===== config.mk =====
export PLATFORM = sky130hd
export DESIGN_NAME = cheat_code_interpreter_unit
export DESIGN_NICKNAME = d
export VERILOG_FILES = /design/src/sv/cci_pkg.sv /design/src/sv/cheat_code_interpreter_unit.sv /design/src/sv/cci_config.sv /design/src/sv/cci_decode.sv
export SDC_FILE = /design/constraint.sdc
export NUM_CORES = 1
export LEC_CHECK = 0
export BUFFER_PORTS_ARGS = -buffer_cell sky130_fd_sc_hd__buf_2
export CORE_MARGIN = 2
export CORE_UTILIZATION = 55
export CTS_CLUSTER_DIAMETER = 60
export DETAILED_ROUTE_END_ITERATION = 10
export GPL_TIMING_DRIVEN = 0
export PLACE_DENSITY = 0.85
export SKIP_CTS_REPAIR_TIMING = 1
export SYNTH_ARGS = -nofsm -noshare
export SYNTH_HDL_FRONTEND = slang
export SYNTH_SLANG_ARGS = --single-unit

===== constraint.sdc =====
create_clock -name clk -period 6.7 [get_ports clk]
set_input_delay 0.335 -clock clk [delete_from_list [all_inputs] [get_ports clk]]
set_output_delay 0.335 -clock clk [all_outputs]
set_load 0.03 [all_outputs]

===== src/sv/cci_pkg.sv =====
`timescale 1ns / 1ps

package cci_pkg;

    // Field widths
    localparam int ADDR_W   = 28;
    localparam int WORD_W   = 32;
    localparam int HALF_W   = 16;
    localparam int SIZE_W   = 2;
    localparam int OP_W     = 4;
    localparam int CFG_IDX_W = 1;

    // Opcodes held in the top nibble of the address word
    localparam logic [OP_W-1:0] OP_WRITE32 = 4'h0;
    localparam logic [OP_W-1:0] OP_WRITE16 = 4'h1;
    localparam logic [OP_W-1:0] OP_WRITE8  = 4'h2;
    localparam logic [OP_W-1:0] OP_IF_EQ16 = 4'h9;
    localparam logic [OP_W-1:0] OP_END_IF  = 4'hD;

    // Write size codes
    localparam logic [SIZE_W-1:0] SIZE_WORD = 2'd0;
    localparam logic [SIZE_W-1:0] SIZE_HALF = 2'd1;
    localparam logic [SIZE_W-1:0] SIZE_BYTE = 2'd2;

    // Configuration register indexes
    localparam logic [CFG_IDX_W-1:0] CFG_CHEAT_ENABLE = 1'd0;
    localparam logic [CFG_IDX_W-1:0] CFG_RAM_MASK     = 1'd1;

    // Reset values of the configuration registers
    localparam logic              CHEAT_ENABLE_RST = 1'b1;
    localparam logic [ADDR_W-1:0] RAM_MASK_RST     = 28'h03F_FFFF;

    // One code pair
    typedef struct packed {
        logic [WORD_W-1:0] code_address_word;
        logic [WORD_W-1:0] code_value_word;
        logic [HALF_W-1:0] memory_halfword;
        logic              last_pair;
    } code_t;

    // One result
    typedef struct packed {
        logic              write_request;
        logic [ADDR_W-1:0] write_address;
        logic [WORD_W-1:0] write_data;
        logic [SIZE_W-1:0] write_size;
        logic              condition_true;
    } result_t;

    // Configuration seen by the datapath
    typedef struct packed {
        logic              cheat_enable;
        logic [ADDR_W-1:0] ram_address_mask;
    } cfg_t;

endpackage


===== src/sv/cheat_code_interpreter_unit.sv =====
`timescale 1ns / 1ps

// Cheat code interpreter: takes one code pair per beat on the code channel and
// returns exactly one result per pair on the result channel, in order. A pair
// is held in the input register, is decoded against the condition flag in a
// single pass, and lands in the result register. A new pair is taken every
// cycle while the result side keeps up; the flag update in that one decode
// pass is what sets the rate. Configuration writes are accepted at any time
// (cfg_ready is always high) but are meant to be done while no pair is in
// flight.
module cheat_code_interpreter_unit (
    input  logic                          clk,
    input  logic                          rst_n,
    // code pair channel
    input  logic                          code_valid,
    output logic                          code_stall,
    input  cci_pkg::code_t                code,
    // result channel
    output logic                          result_valid,
    input  logic                          result_stall,
    output cci_pkg::result_t              result,
    // configuration write channel
    input  logic                          cfg_valid,
    output logic                          cfg_ready,
    input  logic [cci_pkg::CFG_IDX_W-1:0] cfg_index,
    input  logic [cci_pkg::ADDR_W-1:0]    cfg_data
);

    cci_pkg::cfg_t    cfg;
    cci_pkg::code_t   code_reg;
    logic             code_valid_reg;
    cci_pkg::result_t result_reg;
    cci_pkg::result_t result_next;
    logic             result_valid_reg;
    logic             flag_reg;
    logic             flag_next;
    logic             res_free;
    logic             advance;

    assign cfg_ready = 1'b1;

    cci_config u_config (
        .clk       (clk),
        .rst_n     (rst_n),
        .cfg_valid (cfg_valid),
        .cfg_index (cfg_index),
        .cfg_data  (cfg_data),
        .cfg       (cfg)
    );

    cci_decode u_decode (
        .code      (code_reg),
        .cfg       (cfg),
        .flag      (flag_reg),
        .result    (result_next),
        .flag_next (flag_next)
    );

    // Pipeline flow control
    assign res_free   = !result_valid_reg || !result_stall;
    assign advance    = code_valid_reg && res_free;
    assign code_stall = code_valid_reg && !res_free;

    // Input register
    always_ff @(posedge clk or negedge rst_n)
    begin
        if (!rst_n)
            code_valid_reg <= 1'b0;
        else if (!code_stall)
            code_valid_reg <= code_valid;
    end

    always_ff @(posedge clk)
    begin
        if (!code_stall && code_valid)
            code_reg <= code;
    end

    // Condition flag, moves once per decoded pair
    always_ff @(posedge clk or negedge rst_n)
    begin
        if (!rst_n)
            flag_reg <= 1'b1;
        else if (advance)
            flag_reg <= flag_next;
    end

    // Result register
    always_ff @(posedge clk or negedge rst_n)
    begin
        if (!rst_n)
            result_valid_reg <= 1'b0;
        else if (res_free)
            result_valid_reg <= code_valid_reg;
    end

    always_ff @(posedge clk)
    begin
        if (advance)
            result_reg <= result_next;
    end

    assign result_valid = result_valid_reg;
    assign result       = result_reg;

endmodule


===== src/sv/cci_config.sv =====
`timescale 1ns / 1ps

module cci_config (
    input  logic                           clk,
    input  logic                           rst_n,
    input  logic                           cfg_valid,
    input  logic [cci_pkg::CFG_IDX_W-1:0]  cfg_index,
    input  logic [cci_pkg::ADDR_W-1:0]     cfg_data,
    output cci_pkg::cfg_t                  cfg
);

    logic                       cheat_enable_reg;
    logic [cci_pkg::ADDR_W-1:0] ram_mask_reg;

    // Register writes, one per beat
    always_ff @(posedge clk or negedge rst_n)
    begin
        if (!rst_n)
        begin
            cheat_enable_reg <= cci_pkg::CHEAT_ENABLE_RST;
            ram_mask_reg     <= cci_pkg::RAM_MASK_RST;
        end
        else if (cfg_valid)
        begin
            unique case (cfg_index)
                cci_pkg::CFG_CHEAT_ENABLE: cheat_enable_reg <= cfg_data[0];
                cci_pkg::CFG_RAM_MASK:     ram_mask_reg     <= cfg_data;
                default: ;
            endcase
        end
    end

    assign cfg.cheat_enable     = cheat_enable_reg;
    assign cfg.ram_address_mask = ram_mask_reg;

endmodule


===== src/sv/cci_decode.sv =====
`timescale 1ns / 1ps

module cci_decode (
    input  cci_pkg::code_t   code,
    input  cci_pkg::cfg_t    cfg,
    input  logic             flag,
    output cci_pkg::result_t result,
    output logic             flag_next
);

    logic [cci_pkg::OP_W-1:0]   op;
    logic [cci_pkg::HALF_W-1:0] cmp_mask;
    logic [cci_pkg::HALF_W-1:0] cmp_value;
    logic                       cond;
    logic                       do_write;

    assign op        = code.code_address_word[cci_pkg::WORD_W-1 -: cci_pkg::OP_W];
    assign cmp_mask  = code.code_value_word[cci_pkg::WORD_W-1 -: cci_pkg::HALF_W];
    assign cmp_value = code.code_value_word[cci_pkg::HALF_W-1:0];
    assign do_write  = flag & cfg.cheat_enable;

    // Opcode decode: writes gated by flag and cheat enable, compare reloads flag, end-if sets it
    always_comb
    begin
        result = '0;
        cond   = flag;
        unique case (op) inside
            cci_pkg::OP_WRITE32, cci_pkg::OP_WRITE16, cci_pkg::OP_WRITE8:
            begin
                if (do_write)
                begin
                    result.write_request = 1'b1;
                    result.write_address =
                        code.code_address_word[cci_pkg::ADDR_W-1:0] & cfg.ram_address_mask;
                    if (op == cci_pkg::OP_WRITE32)
                    begin
                        result.write_size = cci_pkg::SIZE_WORD;
                        result.write_data = code.code_value_word;
                    end
                    else if (op == cci_pkg::OP_WRITE16)
                    begin
                        result.write_size = cci_pkg::SIZE_HALF;
                        result.write_data = {16'h0000, code.code_value_word[15:0]};
                    end
                    else
                    begin
                        result.write_size = cci_pkg::SIZE_BYTE;
                        result.write_data = {24'h00_0000, code.code_value_word[7:0]};
                    end
                end
            end
            cci_pkg::OP_IF_EQ16:
                cond = ((code.memory_halfword & ~cmp_mask) == cmp_value);
            cci_pkg::OP_END_IF:
                cond = 1'b1;
            default: ;
        endcase
        result.condition_true = cond;
    end

    // End of cheat makes the flag true again
    assign flag_next = cond | code.last_pair;

endmodule


==> results of run 1 <==
-- worst min path at each step --
stage          start                               endpoint  slack [ns]  cells past startpoint
6_report       rst_n  u_config.ram_mask_reg[24]$_DFFE_PN0P_      -0.001                      1
3_5_place_dp   rst_n               result_valid$_DFFE_PN0N_        0.45                      1
3_3_place_gp   rst_n             code_valid_reg$_DFFE_PN0N_        0.44                      1
5_1_grt        rst_n  u_config.ram_mask_reg[25]$_DFFE_PN0P_        0.04                      1
4_1_cts        rst_n  u_config.ram_mask_reg[25]$_DFFE_PN0P_        0.01                      1
2_1_floorplan  rst_n             code_valid_reg$_DFFE_PN0N_        0.04                      0
-- layout by cell type (no fill, tap or decap), types with 3 or more instances in the layout --
cell         n
buf_2      183
edfxtp_1   145
and2_1      32
mux2_2      29
and3_1      28
dfstp_2     24
nand2b_1    17
clkbuf_16   17
xnor2_1     16
dfrtp_1      8
clkinv_1     4
nor4_1       3
nand2_1      3
buf_4        3
clkbuf_1     3
-- cells by family (layout without fill, tap and decap cells) --
group | after synthesis | in the layout | synth area share
other | 1 | 1 | 0.000586
buffers and inverters | 9 | 224 | 0.00879
DFF | 177 | 177 | 0.810
xor gates and xnor gates | 16 | 16 | 0.0219
and+or+nand+nor | 97 | 97 | 0.0967
muxes | 29 | 29 | 0.0510
AOI/OAI and AO/OA | 8 | 8 | 0.0113
-- area by class of cell --
class	instances	share of cell area
Clock inverter	12	0.0145
Timing Repair Buffer	183	0.120
Buffer	8	0.00646
Sequential cell	177	0.637
Tap cell	143	0.0220
Inverter	1	0.000461
Multi-Input combinational cell	151	0.145
Clock buffer	20	0.0549
-- routing by layer --
metal	track usage	wire (um)	part of all wire	up-vias
met5	0	0	0	-
met4	0.109	328	0.027	0
met3	0.0512	615	0.051	26
met2	0.350	6490	0.54	135
met1	0.225	4680	0.39	1709
li1	-	-	-	1657
-- power breakdown --
part / total [mW] / switching (mW) / internal, mW
Clock: 0.931 / 0.378 / 0.553
Sequential: 1.34 / 0.0337 / 1.31
Combinational: 0.246 / 0.150 / 0.0957
Total: 2.52 / 0.562 / 1.96
-- critical path, stage by stage (launching register included) --
cell and delay (ns):
dfstp_2 0.55, nand2_1 0.13, nor4_4 0.46, and2b_4 0.31, buf_6 0.15, and2_1 0.13
==> run_results.csv, run 1 <==
group,metric,value,unit
run_status,status,"complete, but fails checks",
run_status,violations,"hold timing",
logic_synthesis,synth.avg_cell_area,19.0,um2
drt,drt-total-wl,12.1,mm
setup_path,r2r-end,"result[31]$_SDFFCE_PN0P_",
setup_path,start_kind,"flop",
grt,antenna_found_initial,0,
drt,vias_per_cell,5.07,
setup_path,startpoint,"flag_reg$_DFFE_PN1P_",
sta,rsz0062_at_grt,"no",
grt,overflow,0,
setup_path,worstSetupPathType,"flop to flop",
clock_network,clk_pin_slew,0.06,ns
sta,max_freq,535,MHz
clock_network,ctsRootBufferMaster,"clkbuf_16",
sta,skew,0.00746,ns
finish,fin_nets,654,
finish,fin_cells,695,
logic_synthesis,ys_warn_count,0,
logic_synthesis,netlist_top_cells_count,"edfxtp_1, and2_1, mux2_2",
grt,track_usage,0.200,
logic_synthesis,synth_top_area_share,0.680,
clock_network,clockBufferDepth,2,
placed_design,gp_congestion,0.795,
floorplanning,num_rows,39,
sta,finalCriticalPeriod,1.87,ns
logic_synthesis,syn_area,6400,um2
floorplanning,die_x,112,um
logic_synthesis,synthesis.nets,452,
clock_network,clock-sinks,177,
finish,final-seq-area,5180,um2
drt,drt-wirelength-per-cell,17.4,um
drt,dr.pass1.iters,4,
finish,drive_gt1_frac,0.496,
setup_path,rrSetupSlack,4.83,ns
logic_synthesis,ys_seq_elements,177,
floorplanning,num_io_pins,182,
logic_synthesis,yosysMostFrequentCell,"edfxtp_1",
power_and_ir_drop,p_leak,3.37,nW
sta,finalWorstSetupSlack,4.83,ns
placed_design,placed_cell_area,7570,um2
hold_path,worstHoldPathType,"input pin to asynchronous set/reset pin",
sta,tns,0,ns
grt,grt_start_max_net_pins,64,
floorplanning,die_area,12500,um2
floorplanning,start_util,0.563,
sta,finalCritPeriodShare,0.279,
logic_synthesis,synth_edf_count,145,
clock_network,cts_buffers,17,
finish,largest_reg_flops,81,
floorplanning,core,11400,um2
logic_synthesis,netlist.top_cell.by_area,"edfxtp_1",
placed_design,post-place-ws,4.82,ns
logic_synthesis,synth.area.top_cells,"edfxtp_1, dfstp_2, mux2_2, and2_1, dfrtp_1",
placed_design,dp_hpwl,8.66,mm
setup_path,worst-endpoint-required,6.99,ns
finish,area_growth,27.1,%
finish,multiInputGateArea,1180,um2
setup_path,end_kind,"flop",
finish,num_antenna_cells,0,
power_and_ir_drop,vdd_drop_max,0.223,mV
sta,slew_viol_final,0,
floorplanning,die_h,112,um
logic_synthesis,yosysSeqAreaShare,0.810,
drt,antenna_left,0,
setup_path,crit_fanout,10,
setup_path,crit_end,"result[31]$_SDFFCE_PN0P_",
placed_design,port_buffers,180,
grt,grt_pass1_vias,3766,
logic_synthesis,ys.flop_type,"edfxtp_1",
placed_design,dp.cells,663,
logic_synthesis,ys_types,32,
clock_network,clock_latency,0.42,ns
logic_synthesis,syn_inst,337,
job,drv_cap,0,
sta,holdWs,-0.00121,ns
grt,grt_pass1_wl,18.7,mm
drt,drc,0,
setup_path,cp.arrival,2.16,ns
logic_synthesis,synthArstFlopShare,0.181,
drt,num_vias,3527,
finish,final.fill_count,721,
power_and_ir_drop,power_density,310,nW/um2
finish,fin_util,0.716,
clock_network,htreeDepth,4,
sta,setup_viol_count_final,0,
power_and_ir_drop,power,2.52,mW
finish,stdcell_area,8140,um2
sta,worstMarginPinSlew,0.780,ns
sta,hold_violations,1,
drt,drt-initial-drc-count,194,
clock_network,cts_tree,"yes",
setup_path,r2r-start,"flag_reg$_DFFE_PN1P_",
setup_path,r2r_cells,5,
sta,relSlewSlack,0.479,
(Power assumes the default switching activity.)
==> run 2, diff against run 1 <==
Settings changed: CORE_UTILIZATION 55 to 46, PLACE_DENSITY 0.85 to 0.76.
Clock period 6.7 ns to 1.7 ns, I/O delays scaled along.
==> run_results.csv, run 2 (synthesized netlist as in run 1, its figures left out) <==
group,metric,value,unit
floorplanning,core,13700,um2
finish,fin_nets,772,
clock_network,clock-sinks,177,
clock_network,clk_pin_slew,0.06,ns
hold_path,hold_end,"u_config.cheat_enable_reg$_DFFE_PN1P_",
sta,worstMarginPinSlew,0.799,ns
drt,drc,0,
setup_path,worstSetupPathType,"flop to flop",
finish,final_common_cell,"buf_2",
drt,drt-initial-drc-count,203,
setup_path,cp.arrival,1.89,ns
drt,dr.pass1.iters,4,
setup_path,crit_slowest_cell,"dfstp_2",
finish,area_growth,47.9,%
setup_path,r2r-end,"result[39]$_SDFFCE_PN0P_",
sta,relSlewSlack,0.468,
power_and_ir_drop,vdd_drop_max,0.691,mV
sta,rsz0062_at_grt,"no",
grt,grt_pass1_wl,18.9,mm
drt,vias_per_cell,4.78,
setup_path,path_delay_family,"flip-flops",
placed_design,port_buffers,180,
placed_design,gp_congestion,0.824,
setup_path,path_cells,"nand2_2, a2111oi_4, buf_6, buf_4, and3_4",
clock_network,htreeDepth,4,
floorplanning,die_x,122,um
job,drv_cap,0,
sta,slew_viol_final,0,
sta,max_freq,623,MHz
drt,num_vias,4070,
floorplanning,die_h,122,um
setup_path,r2r_cells,5,
grt,antenna_found_initial,1,
clock_network,cts_buffers,17,
setup_path,end_kind,"flop",
setup_path,start_kind,"flop",
setup_path,worst-endpoint-required,1.99,ns
setup_path,crit_fanout,6,
placed_design,placed_cell_area,7590,um2
clock_network,clock_latency,0.42,ns
grt,grt_pass1_vias,3583,
drt,antenna_left,0,
clock_network,clockBufferDepth,2,
sta,tns,0,ns
placed_design,dp_hpwl,8.62,mm
sta,hold_violations,0,
sta,skew,0.0104,ns
finish,drive_gt1_frac,0.433,
drt,drt-wirelength-per-cell,17.8,um
setup_path,cp_slowest_stage_delay,0.54,ns
run_status,status,"finished clean",
hold_path,min-delay-start,"cfg_index",
setup_path,critPathBufInv,2,
grt,overflow,0,
drt,drt-total-wl,15.1,mm
setup_path,worstSetupPathDepth,5,
setup_path,rrSetupSlack,0.1,ns
clock_network,ctsRootBufferMaster,"clkbuf_16",
floorplanning,num_rows,43,
floorplanning,start_util,0.467,
grt,grt_start_max_net_pins,82,
sta,finalCriticalPeriod,1.60,ns
power_and_ir_drop,p_leak,3.92,nW
grt,track_usage,0.175,
hold_path,worstHoldPathType,"input pin to flop",
floorplanning,die_area,14900,um2
finish,stdcell_area,9470,um2
setup_path,r2r-start,"u_config.cheat_enable_reg$_DFFE_PN1P_",
finish,largest_reg_flops,81,
floorplanning,num_io_pins,182,
sta,setup_viol_count_final,0,
sta,finalCritPeriodShare,0.944,
finish,layout_common_cells,"buf_2, edfxtp_1, dlygate4sd3_1",
clock_network,cts_tree,"yes",
finish,fin_util,0.691,
power_and_ir_drop,power_density,1150,nW/um2
finish,final.fill_count,898,
hold_path,hold_depth,3,
## run 2: cell count changes in the layout (fill, tap and decap cells not counted), sizes merged, moves of 2 or more
cell,delta
buf,+5
dlygate4sd3,+112
clkbuf,-3
bufinv,+4
clkinv,-3
inv,+2
## run 2: worst max path at each step
| stage | slack (ns) | startpoint | endpoint |
|---|---|---|---|
| 3_3_place_gp | -1.07 | result_valid$_DFFE_PN0N_ | flag_reg$_DFFE_PN1P_ |
| 4_1_cts | -0.27 | result_valid$_DFFE_PN0N_ | flag_reg$_DFFE_PN1P_ |
| 5_1_grt | 0.004 | u_config.cheat_enable_reg$_DFFE_PN1P_ | result[61]$_SDFFCE_PN0P_ |
| 6_report | 0.1 | u_config.cheat_enable_reg$_DFFE_PN1P_ | result[39]$_SDFFCE_PN0P_ |
| 3_5_place_dp | -0.26 | result_valid$_DFFE_PN0N_ | flag_reg$_DFFE_PN1P_ |
| 2_1_floorplan | -0.50 | result_valid$_DFFE_PN0N_ | flag_reg$_DFFE_PN1P_ |
## run 2: report_power, final
part / switching, mW / internal (mW)
Clock: 1.61 / 2.75
Combinational: 0.668 / 0.563
Sequential: 0.141 / 5.16
Total: 2.42 / 8.47
## run 2: final cells by class
type,instances,area [um2],share of cell area
timing repair buffer,300,2110,0.223
clock inverter,15,238,0.0251
multi-input combinational,152,1210,0.128
tap,180,225,0.0238
buffer,8,67.6,0.00713
sequential,177,5190,0.547
antenna,1,2.50,0.000264
clock buffer,17,425,0.0449
inverter,1,3.75,0.000396
## run 2: layer usage
layer | up-vias | part of all wire | global-route usage
met5 | - | 0 | 0
met4 | 0 | 0.024 | 0.0891
met3 | 28 | 0.048 | 0.0449
met2 | 136 | 0.56 | 0.289
met1 | 2010 | 0.37 | 0.213
li1 | 1896 | - | -
## run 2: per-stage QoR
step	std cells	hold slack [ns]	worst slack [ns]	total power [mW]
after floorplan	337	-0.211	-0.501	5.94
after global placement	697	0.192	-1.07	6.29
after detailed placement	699	0.216	-0.264	6.36
after CTS	731	-0.235	-0.275	10.7
after global routing	851	0.0378	0.00364	11.3
final	851	0.0550	0.0952	10.9
## run 2: tightest hold or removal path: stages
cell	delay (ns)
buf_2	0.09
nor2b_1	0.05
mux2_2	0.22
==> run 3, diff against run 2 <==
Settings changed: HOLD_SLACK_MARGIN set to 0.08.
==> run_results.csv, run 3 (synthesized netlist as in run 1, its figures left out) <==
group,metric,value,unit
setup_path,crit_end,"code_reg[27]$_DFFE_PP_",
finish,final-seq-area,5190,um2
sta,finalCriticalPeriod,1.61,ns
clock_network,htreeDepth,4,
setup_path,cp_slowest_stage_delay,0.56,ns
finish,layout_common_cells,"buf_2, edfxtp_1, dlygate4sd3_1",
setup_path,path_cells,"nand3_1, and2_4",
setup_path,start_kind,"flop",
drt,drt-wirelength-per-cell,17.8,um
power_and_ir_drop,power_density,1150,nW/um2
grt,track_usage,0.175,
finish,drive_gt1_frac,0.432,
setup_path,r2r_cells,2,
grt,grt_start_max_net_pins,82,
drt,drc,0,
sta,finalCritPeriodShare,0.946,
clock_network,clock-sinks,177,
clock_network,clk_pin_slew,0.07,ns
run_status,status,"finished clean",
setup_path,crit_fanout,41,
floorplanning,die_h,122,um
setup_path,worstSetupPathType,"flop to flop",
placed_design,post-place-ws,-0.264,ns
sta,relSlewSlack,0.474,
placed_design,port_buffers,180,
setup_path,path_delay_family,"simple AND/OR/NAND/NOR gates",
power_and_ir_drop,p_leak,3.92,nW
hold_path,worstHoldPathType,"input pin to asynchronous set/reset pin",
drt,antenna_left,0,
clock_network,cts_tree,"yes",
power_and_ir_drop,power,10.9,mW
setup_path,r2r-end,"code_reg[27]$_DFFE_PP_",
finish,fin_nets,773,
grt,grt_pass1_vias,3583,
setup_path,worst-endpoint-required,1.75,ns
floorplanning,die_x,122,um
drt,drt-initial-drc-count,214,
setup_path,r2r-start,"result_valid$_DFFE_PN0N_",
finish,area_growth,48.1,%
clock_network,ctsRootBufferMaster,"clkbuf_16",
grt,overflow,0,
finish,final_common_cell,"buf_2",
floorplanning,core,13700,um2
setup_path,crit_slowest_cell,"and2_4",
power_and_ir_drop,vdd_drop_max,0.692,mV
finish,largest_reg_flops,81,
floorplanning,num_rows,43,
job,drv_cap,0,
grt,grt_pass1_wl,18.9,mm
grt,antenna_found_initial,1,
setup_path,worstSetupPathDepth,2,
clock_network,clock_latency,0.42,ns
sta,hold_violations,0,
setup_path,critPathBufInv,0,
setup_path,rrSetupSlack,0.09,ns
sta,finalWorstSetupSlack,0.0924,ns
setup_path,cp.arrival,1.66,ns
setup_path,end_kind,"flop",
drt,dr.pass1.iters,4,
sta,slew_viol_final,0,
floorplanning,start_util,0.467,
floorplanning,num_io_pins,182,
drt,num_vias,4056,
finish,final.fill_count,898,
placed_design,gp_congestion,0.824,
clock_network,clockBufferDepth,2,
sta,worstMarginPinSlew,0.789,ns
drt,vias_per_cell,4.76,
drt,drt-total-wl,15.1,mm
finish,multiInputGateArea,1210,um2
sta,max_freq,622,MHz
clock_network,cts_buffers,17,
placed_design,dp_hpwl,8.62,mm
sta,setup_viol_count_final,0,
setup_path,startpoint,"result_valid$_DFFE_PN0N_",
floorplanning,die_area,14900,um2
sta,skew,0.00991,ns
[run 3: area by class of cell]
class | count | share of cell area
clock inverters | 15 | 0.0251
well taps | 180 | 0.0237
repair buffers | 301 | 0.224
clock buffers | 17 | 0.0449
flip-flops and latches | 177 | 0.547
inverters | 1 | 0.000396
multi-input cells | 152 | 0.128
diodes | 1 | 0.000264
plain buffers | 8 | 0.00712
[run 3: how the worst min path moves through the flow]
stage / end / slack, ns
2_1_floorplan: code_valid_reg$_DFFE_PN0N_ / -0.21
3_3_place_gp: code_valid_reg$_DFFE_PN0N_ / 0.19
3_5_place_dp: code_valid_reg$_DFFE_PN0N_ / 0.22
4_1_cts: code_valid_reg$_DFFE_PN0N_ / -0.24
5_1_grt: code_reg[35]$_DFFE_PP_ / 0.35
6_report: u_config.ram_mask_reg[22]$_DFFE_PN0P_ / 0.30
[run 3: per-stage QoR]
step / utilization / hold WS (ns) / instance area (um2) / setup TNS [ns] / cells
final: 0.691 / 0.296 / 9480 / 0 / 852
after global routing: 0.691 / 0.355 / 9480 / -0.0000406 / 852
after CTS: 0.602 / -0.235 / 8260 / -24.43 / 731
after detailed placement: 0.553 / 0.216 / 7590 / -23.90 / 699
after global placement: 0.550 / 0.192 / 7540 / -71.83 / 697
after floorplan: - / -0.211 / 6420 / -25.48 / 337
[run 3: worst reg2reg max path, delay by kind of cell, from the launching register on]
kind          cells  cell delay (ns)
flops             1             0.44
simple gates      2             0.78
[run 3: power by group]
group	switching [mW]	leakage, nW	total, mW	internal [mW]
registers	0.141	1.76	5.30	5.16
clock network	1.61	0.316	4.36	2.75
logic	0.670	1.84	1.24	0.568
[run 3: layer usage]
layer  up-vias  routed length (um)  track usage
met2       130                8410        0.289
met5         -                   0            0
li1       1897                   -            -
met4         0                 350       0.0891
met1      2003                5670        0.213
met3        26                 696       0.0449
